`config.mk`:
```
export PLATFORM = sky130hd
export DESIGN_NAME = tpmf_queue
export DESIGN_NICKNAME = d
export VERILOG_FILES = /design/src/rtl/tpmf_pkg.sv /design/src/rtl/tpmf_queue.sv
export SDC_FILE = /design/constraint.sdc
export NUM_CORES = 1
export LEC_CHECK = 0
export ABC_AREA = 1
export BUFFER_PORTS_ARGS = -buffer_cell sky130_fd_sc_hd__buf_2
export CAP_MARGIN = 10
export CORE_MARGIN = 2
export CORE_UTILIZATION = 53
export DETAILED_ROUTE_END_ITERATION = 12
export PLACE_DENSITY_LB_ADDON = 0.12
export SLEW_MARGIN = 0
export SYNTH_ARGS = -nofsm -noshare
export SYNTH_HDL_FRONTEND = slang
export SYNTH_SLANG_ARGS = --single-unit
export TNS_END_PERCENT = 5
```
`constraint.sdc`:
```
create_clock -name clk -period 12.6 [get_ports clk]
set_input_delay 2.52 -clock clk [delete_from_list [all_inputs] [get_ports clk]]
set_output_delay 2.52 -clock clk [all_outputs]
set_load 0.1 [all_outputs]
```
`src/rtl/tpmf_pkg.sv`:
```
// shared types and constants for the two-phase mobility face stencil
// no dependencies; used by every module of the block but the checker
package tpmf_pkg;

  localparam int unsigned ONE_Q15 = 32768;

  // operation codes of an input request
  localparam logic OP_PUSH  = 1'b0;
  localparam logic OP_DRAIN = 1'b1;

  // configuration register indexes
  localparam logic [2:0] REG_GRID_ROWS = 3'd0;
  localparam logic [2:0] REG_GRID_COLS = 3'd1;
  localparam logic [2:0] REG_INV_W     = 3'd2;
  localparam logic [2:0] REG_INV_N     = 3'd3;
  localparam logic [2:0] REG_EPS       = 3'd4;

  // face slots inside a job
  localparam logic [1:0] FACE_LEFT  = 2'd0;
  localparam logic [1:0] FACE_RIGHT = 2'd1;
  localparam logic [1:0] FACE_UP    = 2'd2;
  localparam logic [1:0] FACE_DOWN  = 2'd3;

  typedef struct packed {
    logic [10:0] grid_rows;
    logic [10:0] grid_cols;
    logic [15:0] inv_w;
    logic [15:0] inv_n;
    logic [15:0] eps;
  } cfg_t;

  // one result to compute: center value, four neighbours and border flags
  typedef struct packed {
    logic [9:0]         row;
    logic [9:0]         col;
    logic signed [31:0] center;
    logic signed [31:0] left;
    logic signed [31:0] right;
    logic signed [31:0] up;
    logic signed [31:0] down;
    logic [3:0]         has;
    logic               done;
  } job_t;

endpackage

```
`src/rtl/tpmf_queue.sv`:
```
// two-entry job queue between the front and the back
// depends on tpmf_pkg for the job type
module tpmf_queue (
  input  logic          clk,
  input  logic          rst,
  input  logic          push,
  input  tpmf_pkg::job_t din,
  input  logic          pop,
  output tpmf_pkg::job_t dout,
  output logic          full,
  output logic          empty
);
  import tpmf_pkg::*;

  job_t       slots [2];
  logic       wr_ptr;
  logic       rd_ptr;
  logic [1:0] count;

  assign full  = (count == 2'd2);
  assign empty = (count == 2'd0);
  assign dout  = slots[rd_ptr];

  // pointers and fill count
  always_ff @(posedge clk) begin
    if (rst) begin
      wr_ptr <= 1'b0;
      rd_ptr <= 1'b0;
      count  <= 2'd0;
    end else begin
      if (push && !full) wr_ptr <= ~wr_ptr;
      if (pop && !empty) rd_ptr <= ~rd_ptr;
      if ((push && !full) && !(pop && !empty)) count <= count + 2'd1;
      else if (!(push && !full) && (pop && !empty)) count <= count - 2'd1;
    end
  end

  // storage
  always_ff @(posedge clk) begin
    if (push && !full) slots[wr_ptr] <= din;
  end

endmodule

```
; ---- Word-level counts from Yosys, hierarchy flattened
; Memory sizes are Yosys's and may differ from the RTL's. A register that Yosys moved wholly into a read port is not among the register bits.
; Cells that the tools add are included.
[totals]
inputBits = 189
register_bits = 4
output_inout_bits = 187
n_memories = 1
mem_bits_rw = 370
[memory_table]
columns = name, words, width, rd, rd_clocked_by_memory_dff, wr, line
row1 = slots, 2, 185, 1, 1, 1, tpmf_queue.sv:15  ; job_t slots [2];
[op_classes]
eq_ne = 1
reduce_logical = 10
n_mux = 6
add_sub_neg = 2
bitwise = 2
[op_table]
columns = operator, count
row1 = 1-bit logical AND, 4
row2 = 1-bit zero test, 4
row3 = 1-bit 2-to-1 mux, 4
row4 = 2-bit 2-to-1 mux, 2
row5 = 2-bit by 1-bit adder with 2-bit output (second input constant), 1
row6 = 2-bit equality test (second input constant), 1
row7 = 2-bit zero test, 1
row8 = 1-bit inverter, 2
row9 = 2-bit nonzero test, 1
row10 = 2-bit by 1-bit subtractor with 2-bit output (second input constant), 1

; ---- Depth between registers and ports, before layout
; Gate-level depths: netlist (run 1).
[depth]
depth_word = 7
mapped_depth = 10
depth_no_buf = 10

; ---- Worst setup path after synthesis (run 1)
; Ideal clock, no wire load.
[synth_timing]
kind = input to register
start = in push
end = mem slots[0][0] (netlist name), enable pin
path_stages = 2
t_required_ns = 11.866
setup_slack_ns = 1.519
arrival_time_ns = 10.347
path_cell_list = o21ai_0 > nor2_1
[synth_between]
elab_chain_cells = 3
[synth_rtl]
columns = item, line
row1 = start: declaration, tpmf_queue.sv:6  ; input logic push,
row2 = 1-bit logical AND, tpmf_queue.sv:40  ; if (push && !full) slots[wr_ptr] <= din;
row3 = 1-bit 2-to-1 mux, tpmf_queue.sv:40
row4 = 1-bit 2-to-1 mux (not written as such), tpmf_queue.sv:40
row5 = end: declaration, tpmf_queue.sv:15
; Every way passes these cells.

==> results of run 1 <==
-- registers in the layout, indices dropped and copies added (netlist names), named ones only --
name / count
rd_ptr: 1
wr_ptr: 1
slots: 370
count: 2
-- cells in the mapped netlist, drive strengths merged, types with 4 or more instances --
| library cell | n | share of area [%] |
|---|---|---|
| o21ai | 5 | 0.18 |
| mux2 | 185 | 19 |
| inv | 9 | 0.24 |
| buf | 21 | 1.5 |
| edfxtp | 370 | 78 |
| nor2 | 9 | 0.24 |
| nand2 | 4 | 0.11 |
| dfxtp | 5 | 0.70 |
-- metal layers --
metal	share of wire, %	vias up	GRT usage [%]
li1	-	3233	-
met2	51	280	33.8
met1	37	3484	22.3
met4	2.3	10	5.52
met3	9.4	52	7.80
met5	0.21	-	0
-- path summary, 6_finish.rpt --
kind         startpoint       endpoint  depth (start not counted)
max           flip-flop      dout[178]                          4
min              wr_ptr         wr_ptr                          2
max reg2reg    count[0]  slots[0][107]                          3
min reg2reg      wr_ptr         wr_ptr                          2
-- worst min-delay path, cell delays in order, from the launching register on --
cell,delay [ns]
sky130_fd_sc_hd__dfxtp_1,0.34
sky130_fd_sc_hd__nor2_1,0.11
sky130_fd_sc_hd__nor2_1,0.05
-- where the power goes --
part | leakage (nW) | total (mW) | internal [mW] | switching [mW]
clock | 0.568 | 1.04 | 0.609 | 0.427
sequential | 3.49 | 1.65 | 1.58 | 0.0689
combinational | 2.81 | 1.99 | 0.405 | 1.59
total | 6.87 | 4.68 | 2.60 | 2.08
-- metrics by stage --
step / worst slack [ns] / utilization (%)
after floorplan: 1.52 / -
after global placement: 6.96 / 62.5
after detailed placement: 6.93 / 62.5
after CTS: 6.39 / 66.9
after global routing: 6.29 / 67.0
final: 6.47 / 67.0
-- cells by family after synthesis --
| kind of cell | share of synthesized area (%) |
|---|---|
| adders and majority gates | 0.0880 |
| and+or+nand+nor | 0.466 |
| buffers and inverters | 1.77 |
| DFF | 78.9 |
| AOI/OAI and AO/OA | 0.211 |
| muxes | 18.6 |
-- area by class of cell --
cell class	instances	area share (%)
Sequential cell	375	63.9
Multi-Input combinational cell	208	15.8
Timing Repair Buffer	380	11.0
Clock buffer	49	6.01
Tap cell	335	2.39
Clock inverter	20	0.606
Inverter	9	0.192
Antenna cell	8	0.114
==> results.json, run 1 <==
{
  "via_count": 7059,
  "max_cap_violations": 0,
  "worstPathRequired_ns": 10.08,
  "post_syn_area_sq_um": 14200,
  "async_reset_ff_share_pct": 0,
  "final-hold-violation-count": 0,
  "drt_pass1_iterations": 4,
  "design.final.nets": 1202,
  "worstSetupPathType": "reg -> out",
  "placeableCoreArea_sq_um": 26200,
  "cpMaxStageDelayCell": "sky130_fd_sc_hd__dfxtp_4",
  "achievable-frequency_mhz": 163,
  "initial_antenna_violation_count": 11,
  "design.portCount": 376,
  "synthesis.instances": 613,
  "clock_sink_count": 375,
  "area_growth_syn_to_layout_pct": 23.5,
  "crit_path_max_incr_delay_ns": 1.00,
  "cts_inserted_buffers": 38,
  "synth_edf_count": 370,
  "worst_slew_margin_rel_pct": 25.3,
  "post-route-period-util_pct": 48.7,
  "timing.critical_path.to_type": "output pin",
  "r2r_slack_ns": 9.95,
  "layout-drive-gt1-share_pct": 59.0,
  "layout_min_cycle_time_ns": 6.13,
  "floorplan.die.width_um": 168,
  "outcome": "finished, final reports clean",
  "routability_congestion": 0.761,
  "final_antenna_net_count": 0,
  "insertion_delay_ns": 0.51,
  "layout.cell_area.non_filler_sq_um": 17600,
  "hold_buf_count_cts": 0,
  "ctsLongestPathBuffers": 3,
  "grt_pass1_wl_um": 40900,
  "placed_instance_count": 1307,
  "synth-main-ff-cell": "sky130_fd_sc_hd__edfxtp_1",
  "netlist-cell-type-count": 15,
  "placement_rows": 59,
  "fin_cells": 1384,
  "p_leak_nw": 6.87,
  "globalRouteOverflowTotal": 0,
  "detail_route.drc_violations": 0,
  "hold_path_class": "reg -> reg",
  "finalSetupTns_ns": 0,
  "yosysWarnings": 0,
  "avgRoutedWirePerCell_um": 20.5,
  "detail_route.wirelength_um": 28400,
  "place.port_buffers": 375,
  "dp_hpwl_um": 19100,
  "tritoncts": "done",
  "post_drt_via_cell_ratio": 5.10,
  "synth_area_per_cell_sq_um": 23.2,
  "postCtsResizedCells": 0,
  "timing.critical_path.max_delay_family": "buffers and inverters",
  "peakVddDrop_v": 0.000327,
  "post_route_worst_hold_slack_ns": 0.540,
  "sequential_to_total_area_share_from_yosys_stat_pct": 78.9,
  "path_buf_inv": 3,
  "worst_pin_slew_ns": 1.12,
  "synth.ff_latch_count": 375,
  "path_max_fanout": 57,
  "floorplan.die.height_um": 168,
  "report.power.total_mw": 4.68,
  "setup_viol_count_final": 0,
  "die_area_sq_um": 28200,
  "rsz0062_at_grt": "false",
  "floorplan.initialDensity_pct": 54.3,
  "cells_traversed_along_the_worst_timing_path": "buf_4 > buf_4 > mux2_2 > buf_2",
  "first_global_vias": 7104,
  "p_per_area_nw_per_um2": 266,
  "cp.arrival_ns": 3.61,
  "final_max_slew_viol_count": 0,
  "nFillCells": 1750,
  "layout_commonest_cell": "sky130_fd_sc_hd__buf_2",
  "placedInstanceArea_sq_um": 16400,
  "cts.clk_slew.worst_paths_ns": 0.06,
  "final-seq-area_sq_um": 11200,
  "timing.critical_path.from_type": "flip-flop",
  "grt_max_degree": 163,
  "synth.net_count": 803,
  "grt_util_all_layers_pct": 19.4,
  "layout_common_cells": "sky130_fd_sc_hd__buf_2, sky130_fd_sc_hd__edfxtp_1, sky130_fd_sc_hd__mux2_4",
  "clockRootBuffer": "sky130_fd_sc_hd__clkbuf_16",
  "area_of_the_multi_input_gates_sq_um": 2770,
  "cts_setup_buffers": 0,
  "finClkSkew_ns": 0.00843,
  "critical_path.most_common_cell": "sky130_fd_sc_hd__buf_4",
  "drt_iter0_markers": 444,
  "cts_max_level": 2
}
Power figures use the tool's default switching activity.
==> inputs of run 2 (changes only) <==
--- a/config.mk
+++ b/config.mk
@@ -9,7 +9,7 @@
 export BUFFER_PORTS_ARGS = -buffer_cell sky130_fd_sc_hd__buf_2
 export CAP_MARGIN = 10
 export CORE_MARGIN = 2
-export CORE_UTILIZATION = 53
+export CORE_UTILIZATION = 47
 export DETAILED_ROUTE_END_ITERATION = 12
 export PLACE_DENSITY_LB_ADDON = 0.12
 export SLEW_MARGIN = 0
==> constraint.sdc (replaced) <==
create_clock -name clk -period 5.5 [get_ports clk]
set_input_delay 1.1 -clock clk [delete_from_list [all_inputs] [get_ports clk]]
set_output_delay 1.1 -clock clk [all_outputs]
set_load 0.1 [all_outputs]
==> results.json, run 2 (same netlist as run 1, synthesis figures left out) <==
{
  "share_clk_of_total_power_pct": 23.9,
  "ctsLongestPathBuffers": 3,
  "globalRouteOverflowTotal": 0,
  "dp_slack_ns": 2.35,
  "endpoint_of_the_worst_hold_path": "wr_ptr",
  "design.portCount": 376,
  "hold_buf_count_cts": 0,
  "cp.arrival_ns": 2.58,
  "cts_setup_buffers": 0,
  "routability_congestion": 0.756,
  "avgRoutedWirePerCell_um": 19.3,
  "detail_route.drc_violations": 0,
  "net-switching-power_mw": 4.77,
  "via_count": 6969,
  "drt_pass1_iterations": 4,
  "insertion_delay_ns": 0.50,
  "outcome": "finished, final reports clean",
  "postCtsResizedCells": 0,
  "worstSetupPathType": "reg -> out",
  "dp_hpwl_um": 18800,
  "cts.clk_slew.worst_paths_ns": 0.05,
  "cts_inserted_buffers": 39,
  "fin_cells": 1441,
  "final_max_slew_viol_count": 0,
  "grt_max_degree": 116,
  "worst_pin_slew_ns": 0.959,
  "path_max_fanout": 59,
  "post_route_worst_hold_slack_ns": 0.546,
  "timing.critical_path.to_type": "output pin",
  "floorplan.die.width_um": 178,
  "timing.critical_path.from_type": "flip-flop",
  "r2r_slack_ns": 3.12,
  "rsz0062_at_grt": "false",
  "p_leak_nw": 6.96,
  "critical_path.reg2reg.endpoint": "slots[1][97]",
  "first_global_vias": 6987,
  "hold_path_class": "reg -> reg",
  "internal-power_mw": 6.18,
  "placement_rows": 63,
  "post_drt_via_cell_ratio": 4.84,
  "hold_path_startpoint": "wr_ptr",
  "floorplan.initialDensity_pct": 47.8,
  "post-route-worst-setup-slack_ns": 1.82,
  "largest_register_ffs": 370,
  "largest_register": "slots",
  "finClkSkew_ns": 0.00744,
  "post-route-period-util_pct": 66.9,
  "p_per_area_nw_per_um2": 614,
  "grt_pass1_wl_um": 39000,
  "regToRegStartpoint": "count[0]",
  "placeableCoreArea_sq_um": 29700,
  "cpMaxStageDelayCell": "sky130_fd_sc_hd__dfxtp_4",
  "peakVddDrop_v": 0.000397,
  "layout-drive-gt1-share_pct": 60.1,
  "tritoncts": "done",
  "p_sw_share_pct": 43.6,
  "cts_max_level": 2,
  "crit_path_max_incr_delay_ns": 0.84,
  "worst_slew_margin_rel_pct": 36.1,
  "detail_route.wirelength_um": 27800,
  "rr_worst_depth": 3,
  "grt_util_all_layers_pct": 16.5,
  "biggestRegsByFlops": "slots (370), count (2)",
  "initial_antenna_violation_count": 10,
  "max_cap_violations": 0,
  "area_growth_syn_to_layout_pct": 25.4,
  "achievable-frequency_mhz": 272,
  "layout_min_cycle_time_ns": 3.68,
  "setup_viol_count_final": 0,
  "layout_common_cells": "sky130_fd_sc_hd__buf_2, sky130_fd_sc_hd__edfxtp_1, sky130_fd_sc_hd__mux2_4",
  "layout_commonest_cell": "sky130_fd_sc_hd__buf_2",
  "p_comb_share_pct": 41.7,
  "die_area_sq_um": 31700,
  "worstPathRequired_ns": 4.40,
  "placed_instance_count": 1365,
  "clockRootBuffer": "sky130_fd_sc_hd__clkbuf_16",
  "place.port_buffers": 375,
  "worst_hold_path.num_cells": 2,
  "final-hold-violation-count": 0,
  "drt_iter0_markers": 395,
  "clock_sink_count": 375,
  "cells_traversed_along_the_worst_timing_path": "buf_12 > mux2_4 > buf_2",
  "final_antenna_net_count": 0,
  "design.final.nets": 1206,
  "seqPwrFrac_pct": 34.4,
  "floorplan.die.height_um": 178
}
## run 2: worst max-delay path by stage
stage | end | start | cells after the start
CTS | dout[88] | flip-flop | 3
detailed placement | slots[1][97] | push | 4
global placement | slots[1][97] | push | 4
global route | dout[102] | flip-flop | 3
finish | dout[99] | flip-flop | 3
floorplan | slots[0][0] | push | 2
## run 2: area by class of cell
cell class                      count  area (sq um)
Antenna cell                        7          17.5
Clock buffer                       54          1090
Clock inverter                     15           208
Fill cell                        2265         11900
Inverter                            9          33.8
Multi-Input combinational cell    208          2770
Sequential cell                   375         11200
Tap cell                          390           488
Timing Repair Buffer              383          2000
## run 2: power by group through the flow
stage,sequential (mW),clock [mW],combinational (mW)
after floorplan,3.81,0,4.08
after global placement,3.81,0,4.60
after detailed placement,3.83,0,4.60
after CTS,3.77,2.69,4.61
after global routing,3.80,2.79,4.71
final,3.76,2.62,4.57
## run 2: worst max-delay path: cells and delay by family, from the launching register on
family | cells | cell delay [ns]
buffers and inverters | 2 | 0.86
multiplexers | 1 | 0.25
flip-flops | 1 | 0.84
## run 2: routing by layer
metal	GRT usage, %	wire (um)
met5	0	32
met4	5.57	742
met3	5.98	2750
met2	28.5	14100
met1	19.1	10200
## run 2: metrics by stage
step           TNS, ns  area (sq um)  power, mW  utilization (%)
6_report             0         17800       11.0             60.0
5_1_grt              0         17800       11.3             60.0
4_1_cts              0         17800       11.1             59.9
3_5_place_dp         0         16500       8.43             55.5
3_3_place_gp         0         16500       8.41             55.5
2_1_floorplan  -395.37         14200       7.89                -
